`src/rtl/core/wmg_delay.sv`:
```
`timescale 1ns / 1ps
// fixed-depth delay line with shared stall enable
// depends on nothing
module wmg_delay #(
    parameter int W     = 18,
    parameter int DEPTH = 5
) (
    input  logic         i_clk,
    input  logic         i_en,
    input  logic [W-1:0] i_data,
    output logic [W-1:0] o_data
);

    logic [W-1:0] r_tap [DEPTH];

    always_ff @(posedge i_clk) begin
        if (i_en) begin
            r_tap[0] <= i_data;
            for (int k = 1; k < DEPTH; k++) begin
                r_tap[k] <= r_tap[k-1];
            end
        end
    end

    assign o_data = r_tap[DEPTH-1];

endmodule

```
`config.mk`:
```
export PLATFORM = sky130hd
export DESIGN_NAME = wmg_delay
export DESIGN_NICKNAME = d
export VERILOG_FILES = /design/src/rtl/core/wmg_delay.sv
export SDC_FILE = /design/constraint.sdc
export NUM_CORES = 1
export LEC_CHECK = 0
export ABC_AREA = 1
export BUFFER_PORTS_ARGS = -buffer_cell sky130_fd_sc_hd__buf_2
export CAP_MARGIN = 20
export CORE_MARGIN = 3
export CORE_UTILIZATION = 40
export DETAILED_ROUTE_END_ITERATION = 10
export RECOVER_POWER = 100
export SLEW_MARGIN = 5
export SYNTH_ARGS = -nofsm -noshare
export SYNTH_HDL_FRONTEND = slang
export SYNTH_SLANG_ARGS = --single-unit
export TNS_END_PERCENT = 50
```
`constraint.sdc`:
```
create_clock -name i_clk -period 1.3 [get_ports i_clk]
set_input_delay 0.26 -clock i_clk [delete_from_list [all_inputs] [get_ports i_clk]]
set_output_delay 0.26 -clock i_clk [all_outputs]
set_load 0.02 [all_outputs]
```
==> run_results.csv <==
group,metric,value,unit
clock_tree,root_buffer,"clkbuf_8",
floorplan,coreArea,0.00683,mm2
finish,largest-register,"r_tap",
min_path,hold_depth,1,
placement,io_buffers,37,
clock_tree,cts_hold_buffers,0,
pwr,p_leak,0.00109,uW
pwr,clkPwrFrac,31.9,%
finish,multi_input_cells,0,
grt,grt_use_met1,7.82,%
synth,synthSimpleGateAreaFrac,0,%
finish,largest_reg_flops,90,
setup_path,cpPeakStageDelay,340,ps
drt,post_drt_via_cell_ratio,3.93,
floorplan,die_width,90.2,um
synth,synthMuxAreaShare,0,%
setup_path,r2r_end,"r_tap[0][32]$_DFFE_PP_",
timing,rsz0062_at_grt,"no",
grt,grt_pass1_wl,4410,um
clock_tree,cts_made_buffers,9,
timing,max_slew.worst_pin.slew,947,ps
clock_tree,cts_tree,"done",
setup_path,critPathTopFamily,"flip-flops",
setup_path,critPathKind,"reg -> out",
grt,antenna_found_initial,0,
timing,min_period_over_period,90.0,%
drt,wl_per_cell,11.5,um
grt,grt_pass1_vias,996,
timing,slew_headroom,36.8,%
synth,synthesis.nets,128,
pwr,pwr-share-comb,2.7,%
setup_path,ff2ff_path_depth,0,
clock_tree,cts_buffer_depth,2,
finish,final_util,46.6,%
placement,placed_cells,226,
setup_path,critical_path.cell_chain,"clkbuf_1",
finish,drive_gt1_share,24.7,%
drt,final_antenna_net_count,0,
timing,setup_viol,0,
grt,grt_overflow,0,
clock_tree,ctsResizeCount,0,
timing,max_freq,855,MHz
pwr,switching_share,18.2,%
grt,use_met3,3.26,%
synth,synthCells,108,
clock_tree,post_cts_buffers,0,
synth,yosysSeqAreaShare,95.2,%
floorplan,chipHeight,90.2,um
min_path,holdCritPathClass,"in -> reg",
drt,dr.pass1.iters,4,
finish,num_antenna_cells,0,
synth,syn_area,0.00284,mm2
drt,drt-total-wl,2770,um
floorplan,start_util,41.5,%
timing,hold_viol,0,
floorplan,die_area,0.00814,mm2
setup_path,slowest_stage,"edfxtp_1",
drt,drt_iter0_markers,63,
placement,postPlaceCellArea,0.00307,mm2
finish,multiInputGateArea,0,um2
synth,synthAdderAreaFrac,0,%
setup_path,crit-reg2reg-launch,"r_tap[0][14]$_DFFE_PP_",
grt,grtUsageMet2,11.1,%
timing,fin_tns_setup,0,ps
pwr,pwr-share-seq,65.4,%
clock_tree,cts_max_level,3,
timing,drv_slew,0,
placement,dpl.hpwl,1690,um
floorplan,num_rows,30,
finish,final_area,0.00319,mm2
setup_path,r2r_slack,660,ps
timing,timing.hold.ws,98.0,ps
drt,drc,0,
grt,grt_max_degree,47,
setup_path,required,1040,ps
pwr,power.switching,959,uW
finish,reg_top3,"r_tap x90",
run,maxCapViolations,0,
synth,synth_top_family_by_area,"buffers and inverters",
synth,synth_seq_cells,90,
setup_path,crit_path_start,"r_tap[0][85]$_DFFE_PP_",
synth,synth_compound_area_share,0,%
synth,synth_cell_types,2,
clock_tree,clk_transition_reported_paths,70,ps
status,status,"complete, no violations",
pwr,p_per_area,1660,mW/mm2
min_path,hold_path_end,"r_tap[0][14]$_DFFE_PP_",
pwr,ir_drop,0.508,mV
pwr,internal_power,4320,uW
finish,final_nets,161,
grt,grt_usage,7.53,%
timing,period_needed,1170,ps
setup_path,cp_max_fo,1,
finish,areaGrowthSynthToFinish,12.3,%
setup_path,worstPathArrival,910,ps
setup_path,cp-start-kind,"flip-flop",
synth,ys_warn_count,0,
clock_tree,insertion_delay,340,ps
grt,grt_busiest_layer,"met2",
synth,synth_xor_area_share,0,%
floorplan,io-pin-count,38,
finish,final_cells,242,
setup_path,end_kind,"output port",
min_path,min_from,"i_data[14]",
placement,place.gp.congestion,0.596,
clock_tree,clock-sinks,90,
drt,num_vias,952,
setup_path,crit_buf_inv,1,
timing,skew,7.06,ps
synth,syn_area_per_cell,26.3,um2
[power by group through the flow]
stage / sequential, uW / clock [uW] / combinational (uW)
2_1_floorplan: 3500 / 0 / 82.5
4_1_cts: 3450 / 1760 / 173
5_1_grt: 3470 / 1850 / 158
3_3_place_gp: 3500 / 0 / 166
3_5_place_dp: 3520 / 0 / 174
6_report: 3450 / 1690 / 144
[through the flow]
stage,total power (uW),worst slack (ps)
2_1_floorplan,3580,550
3_3_place_gp,3670,329
3_5_place_dp,3690,311
4_1_cts,5380,124
5_1_grt,5480,72.3
6_report,5280,130
[cell type report]
class	count	area, um2
fill	603	3640
clock buffer	12	135
tap	96	120
timing repair buffer	40	186
sequential	90	2700
clock inverter	4	42.5
[cells in the mapped netlist]
library cell / n / share of area [%]
buf_4: 18 / 4.8
edfxtp_1: 90 / 95
[logic make-up after synthesis]
group	after synthesis
buffers and inverters	18
DFF	90
[worst max-delay path by stage]
stage | to | depth (start not counted)
after CTS | o_data[13] | 1
after floorplan | o_data[0] | 1
final | o_data[13] | 1
after global routing | o_data[12] | 1
after detailed placement | r_tap[0][15]$_DFFE_PP_ | 2
after global placement | r_tap[0][9]$_DFFE_PP_ | 2
[placed cells by master (no fill, tap or decap), drive strengths merged]
master | synthesis | routed
bufinv | 0 | 1
clkinv | 0 | 3
buf | 18 | 19
edfxtp | 90 | 90
clkbuf | 0 | 33
[routing by layer]
metal | part of all wire (%) | vias up
met5 | 0 | -
met4 | 3.9 | 0
met3 | 4.8 | 8
met2 | 47 | 28
met1 | 44 | 449
li1 | - | 467
(Power assumes the default switching activity.)
