--- src/rtl/core/wmg_div.sv ---
`timescale 1ns / 1ps
// pipelined restoring divider, integer and fraction quotient bits
// depends on nothing; divisor held steady while items are in flight
module wmg_div #(
    parameter int NUM_W  = 32,
    parameter int DEN_W  = 20,
    parameter int FRAC_W = 17,
    parameter int STEP   = 4
) (
    input  logic                      i_clk,
    input  logic                      i_en,
    input  logic [NUM_W-1:0]          i_num,
    input  logic [DEN_W-1:0]          i_den,
    output logic [NUM_W+FRAC_W-1:0]   o_quot,
    output logic [DEN_W-1:0]          o_rem
);

    localparam int T = NUM_W + FRAC_W;
    localparam int L = (T + STEP - 1) / STEP;

    logic [DEN_W-1:0] r_rem  [L];
    logic [T-1:0]     r_dvd  [L];
    logic [T-1:0]     r_quot [L];

    for (genvar s = 0; s < L; s++) begin : g_stage
        logic [DEN_W-1:0] w_rem_in;
        logic [T-1:0]     w_dvd_in;
        logic [T-1:0]     w_quot_in;
        logic [DEN_W-1:0] n_rem;
        logic [T-1:0]     n_dvd;
        logic [T-1:0]     n_quot;

        if (s == 0) begin : g_first
            assign w_rem_in  = '0;
            assign w_dvd_in  = {i_num, {FRAC_W{1'b0}}};
            assign w_quot_in = '0;
        end else begin : g_next
            assign w_rem_in  = r_rem[s-1];
            assign w_dvd_in  = r_dvd[s-1];
            assign w_quot_in = r_quot[s-1];
        end

        always_comb begin
            logic [DEN_W:0] t;
            n_rem  = w_rem_in;
            n_dvd  = w_dvd_in;
            n_quot = w_quot_in;
            t      = '0;
            for (int k = 0; k < STEP; k++) begin
                if (s * STEP + k < T) begin
                    t     = {n_rem, n_dvd[T-1]};
                    n_dvd = n_dvd << 1;
                    if (t >= {1'b0, i_den}) begin
                        t      = t - {1'b0, i_den};
                        n_quot = {n_quot[T-2:0], 1'b1};
                    end else begin
                        n_quot = {n_quot[T-2:0], 1'b0};
                    end
                    n_rem = t[DEN_W-1:0];
                end
            end
        end

        always_ff @(posedge i_clk) begin
            if (i_en) begin
                r_rem[s]  <= n_rem;
                r_dvd[s]  <= n_dvd;
                r_quot[s] <= n_quot;
            end
        end
    end

    assign o_quot = r_quot[L-1];
    assign o_rem  = r_rem[L-1];

endmodule

--- config.mk ---
export PLATFORM = sky130hd
export DESIGN_NAME = wmg_div
export DESIGN_NICKNAME = d
export VERILOG_FILES = /design/src/rtl/core/wmg_div.sv
export SDC_FILE = /design/constraint.sdc
export NUM_CORES = 2
export LEC_CHECK = 0
export BUFFER_PORTS_ARGS = -buffer_cell sky130_fd_sc_hd__buf_2
export CAP_MARGIN = 20
export CORE_MARGIN = 1
export CORE_UTILIZATION = 55
export CTS_BUF_LIST = sky130_fd_sc_hd__clkbuf_8
export CTS_CLUSTER_SIZE = 25
export DETAILED_ROUTE_END_ITERATION = 7
export GPL_TIMING_DRIVEN = 0
export PLACE_DENSITY = 0.84
export SLEW_MARGIN = 15
export SYNTH_ARGS = -nofsm -noshare
export SYNTH_HDL_FRONTEND = slang
export SYNTH_SLANG_ARGS = --single-unit
--- constraint.sdc ---
create_clock -name i_clk -period 12.1 [get_ports i_clk]
set_input_delay 0.605 -clock i_clk [delete_from_list [all_inputs] [get_ports i_clk]]
set_output_delay 0.605 -clock i_clk [all_outputs]
set_load 0.01 [all_outputs]
==> results.json <==
{
  "synth_top_cell_area_share": 0.2882,
  "hold_viol_final": 0,
  "end_kind": "flop",
  "max-cap-violations": 0,
  "start_util": 0.5548,
  "critPathLaunchType": "input port",
  "avgRoutedWirePerCell_um": 20.52,
  "wirelength_um": 217300,
  "fp.dieH_um": 374.7,
  "dp_hpwl_um": 157500,
  "slowest_stage": "or4_1",
  "num_rows": 136,
  "clk_path_buf_depth": 3,
  "grtUsageTotal": 0.2976,
  "yosys.cell_count.top_type": "ha_1",
  "first_pass_iters": 6,
  "skew_ns": 0.04929,
  "ys_ff_latch": 733,
  "finalSetupTns_ns": 0,
  "fin_crit_sh": 0.9667,
  "critPathKind": "in -> reg",
  "drive_gt1_frac": 0.1414,
  "cts_buffers": 132,
  "htree_num_levels": 4,
  "port_buffers": 122,
  "syn_nets": 9336,
  "antenna_left": 0,
  "syn2layout_area_growth_pct": 11.43,
  "seq_area_frac_synth": 0.2882,
  "maxSlewViolCount": 0,
  "syn_inst": 8296,
  "die-area_sq_um": 140400,
  "ctsRootBufferMaster": "clkbuf_8",
  "cts_tree": "done",
  "path_max_fanout": 40,
  "fillers": 11252,
  "grt_pass1_wl_um": 338500,
  "vias": 68101,
  "grt_pass1_vias": 66044,
  "drtIter0Drc": 5551,
  "netlist_top_cells_area": "edfxtp_1 (29%), ha_1 (16%), mux2_2 (6.1%)",
  "synthArstFlopShare": 0,
  "die_w_um": 374.7,
  "ys_top_cells_by_count": "ha_1 (950), a21oi_1 (793), edfxtp_1 (733)",
  "path_clk_slew_ns": 0.07,
  "synth.avg_cell_area_sq_um": 9.207,
  "placed_cells": 10249,
  "final_cell_count_no_fill": 10589,
  "synth_enable_flop_cells": 733,
  "clock_sinks": 733,
  "synth_area_leader_cell": "edfxtp_1",
  "vias_per_cell": 6.431,
  "nets": 9737,
  "worstMarginPinSlew_ns": 1.104,
  "grt_max_degree": 114,
  "clk_latency_ns": 0.96,
  "setup_viol": 0,
  "slowest_delay_ns": 0.52,
  "ys.flop_type": "edfxtp_1",
  "gp_congestion": 0.9585,
  "fin_util": 0.6183,
  "hold_class": "in -> reg",
  "grt_overflow": 0,
  "grt_antenna_before_repair": 3,
  "synthesis.area_sq_um": 76380,
  "arrival_ns": 12.37,
  "io_pins": 123,
  "core_area_sq_um": 137700,
  "yosysWarnings": 0,
  "max_freq_mhz": 85.49,
  "cp_data_required_time_ns": 12.77,
  "final.min_clock_period_ns": 11.70,
  "status": "finished clean",
  "slew_headroom": 0.2583,
  "drc": 0,
  "synth.distinct_cells": 104
}
==> state kept, by name (all words and copies together) (netlist names) <==
signal	cells
r_dvd	112
r_rem	260
r_quot	361
==> path summary, 6_finish.rpt <==
kind / slack (ns) / end / from / cells past startpoint
worst max-delay path: 0.40 / r_rem[0][104] / i_den[1] / 47
worst max register to register: 0.41 / r_rem[0][104] / r_rem[0][80] / 44
worst min-delay path: 0.1 / r_rem[0][57] / i_en / 1
worst min register to register: 0.38 / r_dvd[1][142] / r_dvd[1][90] / 0
==> repair_timing <==
item / 4_1_cts / 5_1_grt
pin swaps: 17 / 46
setup buffers: 36 / 48
gates cloned: 1 / 0
endpoints found under the hold margin: 29 / 0
resized for setup: 171 / 267
endpoints found under the setup margin: 252 / 252
hold buffers: 29 / 0
==> logic make-up (layout without fill, tap and decap cells) <==
| group | count (synthesis) | in the layout | synth area share |
|---|---|---|---|
| multiplexers | 505 | 505 | 0.07382 |
| buffers and inverters | 544 | 1038 | 0.02782 |
| adder cells (fa/ha/maj) | 986 | 986 | 0.1651 |
| AO/OA/AOI/OAI | 2599 | 2599 | 0.2204 |
| flip-flops | 733 | 733 | 0.2882 |
| XOR/XNOR | 759 | 759 | 0.08704 |
| AND/OR/NAND/NOR | 2170 | 2170 | 0.1377 |
| other | 0 | 5 | 0 |
==> final cells by class <==
type / count / area (sq um) / share of cell area
tap: 1794 / 2245 / 0.02637
buffer: 151 / 962.2 / 0.01130
sequential: 733 / 22010 / 0.2586
multi-input combinational: 7019 / 53180 / 0.6249
timing repair inverter: 1 / 8.758 / 0.0001029
clock inverter: 94 / 833.3 / 0.009791
antenna: 5 / 12.51 / 0.0001470
inverter: 387 / 1544 / 0.01814
timing repair buffer: 272 / 2482 / 0.02917
clock buffer: 133 / 1831 / 0.02151
==> cells in the final DEF (no fill, tap or decap), drive strengths merged, types with 47 or more instances in the layout <==
cell and instances:
a211oi 84, a21boi 48, a21o 369, a21oi 793
a31oi 70, and2 47, and3 65, buf 304
clkbuf 223, edfxtp 733, ha 950, inv 415
mux2 426, mux2i 79, nand2 548, nand2b 116
nand3 146, nand4 131, nor2 601, nor2b 121
nor3 160, nor4 58, o211ai 47, o21a 118
o21ai 527, o21bai 126, o31ai 58, or3 52
xnor2 513, xor2 246
==> worst max-delay path: cells and delay by family <==
kind | cells | cell delay (ns)
compound gates | 20 | 4.73
fa+ha+maj | 4 | 1.49
buf+inv | 10 | 1.90
mux | 4 | 1.43
simple gates | 9 | 2.10
==> per-stage QoR <==
stage	instance area [sq um]	hold slack [ns]	worst slack (ns)
detailed placement	80230	0.4045	-4.171
floorplan	76440	0.4003	0.004186
CTS	83990	0.009791	0.005862
global route	85100	0.07042	-0.1200
global placement	79290	0.4010	-5.111
finish	85110	0.09963	0.4026
==> per-layer routing <==
layer	vias up	GRT usage	wire length [um]
met5	-	0	15
met2	2843	0.4978	100800
met3	856	0.04283	15310
met4	2	0.1765	13440
met1	32144	0.3638	87710
li1	32256	-	-
Power is left out: the tool's default activity adds up to more than one toggle a clock period on the data nets, which glitch-free logic cannot reach.
