$ cat src/rtl/core/wmg_pkg.sv
`timescale 1ns / 1ps
// shared constants for the windowed multitone generator
// no dependencies; used by wmg_sine and windowed_multitone_generator in rtl/core
package wmg_pkg;

    // default parameter values
    localparam int PHASE_BITS_DEF = 16;
    localparam int CHANNELS_DEF   = 3;

    // bits handled by one divider stage
    localparam int DIV_STEP = 4;

    // configuration register indexes
    localparam logic [2:0] REG_CH0      = 3'd0;
    localparam logic [2:0] REG_CH1      = 3'd1;
    localparam logic [2:0] REG_CH2      = 3'd2;
    localparam logic [2:0] REG_WINDOW   = 3'd3;
    localparam logic [2:0] REG_NPOINTS  = 3'd4;

    // waveform kinds
    localparam logic [1:0] WAVE_OFF    = 2'd0;
    localparam logic [1:0] WAVE_SINE   = 2'd1;
    localparam logic [1:0] WAVE_SQUARE = 2'd2;
    localparam logic [1:0] WAVE_SAW    = 2'd3;

    // window modes
    localparam logic [2:0] WIN_NONE     = 3'd0;
    localparam logic [2:0] WIN_BLACKMAN = 3'd1;
    localparam logic [2:0] WIN_HANN     = 3'd2;
    localparam logic [2:0] WIN_HAMMING  = 3'd3;
    localparam logic [2:0] WIN_BARTLETT = 3'd4;

    // sine polynomial coefficients, q16
    localparam logic [16:0] SIN_A = 17'd102944;
    localparam logic [15:0] SIN_B = 16'd42047;
    localparam logic [12:0] SIN_C = 13'd4640;
    localparam logic [16:0] ONE_Q16 = 17'd65536;

    // window coefficients, q16
    localparam logic signed [34:0] BK_A0   = 35'sd27525;
    localparam logic signed [15:0] BK_A2   = 16'sd5243;
    localparam logic signed [34:0] HM_A0   = 35'sd35389;
    localparam logic signed [15:0] HM_A1   = 16'sd30147;
    localparam logic signed [34:0] WIN_ONE = 35'sd65536;

    // reset value of the record length
    localparam logic [15:0] NPOINTS_RST = 16'd1024;

    // field and data widths
    localparam int CFG_W    = 50;
    localparam int IDX_W    = 3;
    localparam int WAVE_W   = 18;
    localparam int CHV_W    = 35;
    localparam int SUM_W    = 37;
    localparam int S16_W    = 29;
    localparam int WIN_W    = 35;
    localparam int OUT_W    = 20;
    localparam logic signed [39:0] OUT_MAX = 40'sd524287;
    localparam logic signed [39:0] OUT_MIN = -40'sd524288;

endpackage

$ cat src/rtl/core/wmg_sine.sv
`timescale 1ns / 1ps
// five-stage polynomial sine of a turn fraction, q16 result
// depends on wmg_pkg for the coefficients
module wmg_sine #(
    parameter int PHASE_BITS = wmg_pkg::PHASE_BITS_DEF
) (
    input  logic                   i_clk,
    input  logic                   i_en,
    input  logic [PHASE_BITS-1:0]  i_ang,
    output logic signed [17:0]     o_val
);

    localparam int XB = PHASE_BITS - 2;

    logic [16:0] r_x1, r_x2, r_x3, r_x4;
    logic [16:0] r_sq2, r_sq3;
    logic [15:0] r_t3;
    logic [16:0] r_t4;
    logic        r_neg1, r_neg2, r_neg3, r_neg4;
    logic signed [17:0] r_y;

    logic [XB+15:0] w_xt;
    logic [16:0]    w_x0;
    logic [33:0]    w_m1, w_m2, w_m3, w_m4;
    logic [16:0]    w_y;

    // fold the quadrant onto a quarter turn
    assign w_xt = {i_ang[XB-1:0], 16'd0};
    always_comb begin
        w_x0 = 17'(w_xt >> XB);
        if (i_ang[XB]) begin
            w_x0 = wmg_pkg::ONE_Q16 - w_x0;
        end
    end

    assign w_m1 = r_x1 * r_x1;
    assign w_m2 = wmg_pkg::SIN_C * r_sq2;
    assign w_m3 = r_t3 * r_sq3;
    assign w_m4 = r_t4 * r_x4;

    always_comb begin
        w_y = w_m4[32:16];
        if (w_y > wmg_pkg::ONE_Q16) begin
            w_y = wmg_pkg::ONE_Q16;
        end
    end

    always_ff @(posedge i_clk) begin
        if (i_en) begin
            r_x1   <= w_x0;
            r_neg1 <= i_ang[PHASE_BITS-1];

            r_sq2  <= w_m1[32:16];
            r_x2   <= r_x1;
            r_neg2 <= r_neg1;

            r_t3   <= wmg_pkg::SIN_B - w_m2[31:16];
            r_sq3  <= r_sq2;
            r_x3   <= r_x2;
            r_neg3 <= r_neg2;

            r_t4   <= wmg_pkg::SIN_A - w_m3[32:16];
            r_x4   <= r_x3;
            r_neg4 <= r_neg3;

            r_y    <= r_neg4 ? -$signed({1'b0, w_y}) : $signed({1'b0, w_y});
        end
    end

    assign o_val = r_y;

endmodule

$ cat config.mk
export PLATFORM = sky130hd
export DESIGN_NAME = wmg_sine
export DESIGN_NICKNAME = d
export VERILOG_FILES = /design/src/rtl/core/wmg_pkg.sv /design/src/rtl/core/wmg_sine.sv
export SDC_FILE = /design/constraint.sdc
export NUM_CORES = 2
export LEC_CHECK = 0
export ABC_AREA = 1
export BUFFER_PORTS_ARGS = -buffer_cell sky130_fd_sc_hd__buf_2
export CORE_MARGIN = 3
export CORE_UTILIZATION = 60
export DETAILED_ROUTE_END_ITERATION = 8
export HOLD_SLACK_MARGIN = 0.12
export PLACE_DENSITY_LB_ADDON = 0.12
export RECOVER_POWER = 100
export SYNTH_ARGS = -nofsm -noshare
export SYNTH_HDL_FRONTEND = slang
export SYNTH_SLANG_ARGS = --single-unit
$ cat constraint.sdc
create_clock -name i_clk -period 16.24 [get_ports i_clk]
set_input_delay 4.06 -clock i_clk [delete_from_list [all_inputs] [get_ports i_clk]]
set_output_delay 4.06 -clock i_clk [all_outputs]
set_load 0.01 [all_outputs]
==> metrics.md <==
| Metric | Value |
|---|---|
| Final ANT Viol Nets | `0` |
| Synth Instances | `3871` |
| Post-synth ARST share | `0%` |
| Outcome | `finished, violations left` |
| Worst-path clk slew | `0.06 ns` |
| Worst R2R Path Depth | `29` |
| Mean Syn Cell Area | `8.18 sq um` |
| Resized cells post-CTS | `0` |
| Period utilisation layout | `61.7%` |
| Crit-path most repeated cell | `clkbuf_1` |
| Die height | `236 um` |
| Post-synthesis cell type count | `50` |
| Clock Path Buffers | `2` |
| Crit-path leading delay family | `buffers and inverters` |
| Die width | `236 um` |
| Worst r2r src | `r_t4[13]` |
| PortBufs | `35` |
| Buf+Inv Stages, Crit Path | `2` |
| Least-Margin Pin Slew | `4.35 ns` |
| # diodes | `0` |
| Synth top area cells | `fa_1, ha_1, edfxtp_1` |
| Critical Path AT | `10.00 ns` |
| Finished Layout Cells | `4489` |
| CP Launch Type | `input port` |
| Top FF cell, synth | `edfxtp_1` |
| CTS tree | `built` |
| Worst Setup Slack, final | `6.22 ns` |
| Post-synth top area share | `34.5%` |
| RR Endpoint | `o_val[7]` |
| Number of max-cap violations | `2` |
| Cell Area, Synth | `0.0317 sq mm` |
| Initial DRC Count | `1472` |
| Hold path startpoint | `r_neg2` |
| Vias | `23300` |
| Largest net degree at the start of global routing | `78` |
| Placed Cells | `4459` |
| Slowest Stage Delay on Critical Path | `2.99 ns` |
| Failing checks | `max-capacitance violations, max-slew violations` |
| Post-CTS Hold Buffers | `0` |
| Number of synthesized flops with an enable pin | `149` |
| Final min period | `10.02 ns` |
| Residual DRC | `0` |
| Final Hold Fails | `0` |
| TritonRoute pass-1 iters | `6` |
| Vias in the first global route | `23900` |
| Rows | `83` |
| Pre-CTS WS | `8.99 ns` |
| Final hold slack | `0.415 ns` |
| Clk sinks | `149` |
| Fill count | `4704` |
| Initial core utilization | `61.2%` |
| Tot GR Track Use | `26.1%` |
| Worst Hold Class | `register to register` |
| Synth warn | `0` |
| First-pass GRT wire length | `117 mm` |
| Hold path cells | `0` |
| CP Cell Sequence | `clkbuf_1, clkbuf_1` |
| Commonest cells in the netlist | `inv_1, nand2_1, fa_1` |
| Critical path capture point type | `register` |
| Setup slack, reg-to-reg | `8.18 ns` |
| Remaining Overflow, GRT | `0` |
| Post-synth net total | `4794` |
| Final GP Congestion | `0.936` |
| Nets | `4721` |
| Relative slew slack | `-190%` |
| Critical-path top delay cell | `clkbuf_1` |
| H-tree level count | `4` |
| Post-DP HPWL | `56.0 mm` |
| Clock Skew | `0.0122 ns` |
| CTS Buf Count | `17` |
| Final setup fails | `0` |
| Worst-path fanout max | `77` |
| Via density | `5.19` |
| RSZ-0062 raised after global routing | `false` |
| Aggregate negative setup slack | `0 ns` |
| Post-synthesis sequential area ratio | `14.1%` |
| CTS root buf | `clkbuf_16` |
| Final WL | `69.1 mm` |
| #FFs+latches synth | `149` |
| Die area | `0.0556 sq mm` |
| IO Pins | `36` |
| Peak Freq | `99.8 MHz` |
| CP Class | `input port to register` |
| Setup bufs post-CTS | `0` |
| Slew Viols, Final | `152` |
| Critical path data required time | `16.22 ns` |
| Layout cells sized above 1 | `1.94%` |
| Endpoint, Worst Hold | `r_neg3` |
| Clk Latency, worst-skew pair | `0.47 ns` |
| Core region area | `0.0517 sq mm` |
| Most frequent cell after synthesis | `inv_1` |
| DR WL/cell | `15.4 um` |
| Leading area contributor after synthesis | `fa_1` |
| Initial antenna violation count | `1` |
| Syn-to-layout area delta | `3.48%` |
==> layer usage <==
metal	GRT usage, %	share of wire (%)	vias up
met5	0	0	-
met3	3.90	6.1	103
li1	-	-	11200
met2	43.0	47	661
met1	36.4	44	11300
met4	7.30	2.4	0
==> state kept, by name, indices dropped and copies added, names as in the netlist, 15 cells and up <==
signal  flops
r_x3       15
o_val      18
r_sq3      17
r_t4       17
r_x1       15
r_t3       16
r_x2       15
r_x4       15
r_sq2      17
==> cell usage in the layout (no fill, tap or decap), types with 4 or more instances in the layout <==
| cell | Yosys | routed |
|---|---|---|
| ha_1 | 359 | 359 |
| buf_4 | 2 | 4 |
| a31oi_1 | 5 | 5 |
| a21o_1 | 8 | 8 |
| buf_2 | 4 | 14 |
| fa_1 | 546 | 546 |
| clkbuf_16 | 0 | 17 |
| o31ai_1 | 8 | 8 |
| nand4_1 | 17 | 17 |
| nor2_1 | 133 | 136 |
| nand2_1 | 1003 | 1005 |
| nand3_1 | 71 | 71 |
| nor2_2 | 6 | 4 |
| bufinv_16 | 0 | 4 |
| nand3b_1 | 6 | 6 |
| xnor2_1 | 32 | 32 |
| inv_1 | 1093 | 1094 |
| o21ai_0 | 52 | 55 |
| inv_6 | 0 | 5 |
| edfxtp_1 | 149 | 149 |
| o21bai_1 | 11 | 11 |
| clkbuf_1 | 124 | 23 |
| nand2_2 | 10 | 9 |
| nor3_1 | 21 | 22 |
| a21oi_1 | 103 | 104 |
| xor2_1 | 57 | 57 |
==> worst max path at each step <==
stage	cells after the start	slack [ns]	endpoint	startpoint
6_report	2	6.22	r_x4[12]	i_en
5_1_grt	2	5.55	r_x2[8]	i_en
4_1_cts	30	8.98	o_val[8]	r_t4[13]
3_5_place_dp	30	8.99	o_val[8]	r_t4[13]
3_3_place_gp	30	9.09	o_val[8]	r_x4[5]
2_1_floorplan	33	9.79	o_val[8]	r_x4[8]
==> stage by stage <==
step / cell area, sq um / util, %
floorplan: 31700 / -
global placement: 32200 / 62.3
detailed placement: 32200 / 62.3
CTS: 32900 / 63.5
global route: 32800 / 63.4
finish: 32800 / 63.4
==> final cells by class <==
cell class / count / area (sq um) / share of cell area (%)
inverters: 1095 / 4110 / 12.5
well taps: 680 / 851 / 2.60
repair buffers: 41 / 186 / 0.569
clock buffers: 17 / 425 / 1.30
flip-flops and latches: 149 / 4470 / 13.7
multi-input cells: 2494 / 22500 / 68.7
clock inverters: 13 / 198 / 0.603
==> logic make-up (layout without fill, tap and decap cells) <==
group / count (synthesis) / in the layout / synth area share [%]
adder cells (fa/ha/maj): 905 / 905 / 48.7
XOR/XNOR: 90 / 90 / 2.51
AO/OA/AOI/OAI: 211 / 211 / 3.79
AND/OR/NAND/NOR: 1288 / 1288 / 16.3
buffers and inverters: 1228 / 1166 / 14.6
flip-flops: 149 / 149 / 14.1
Power is not shown: default switching activity piles up to over one toggle a cycle in this logic, so the estimate is an artifact.
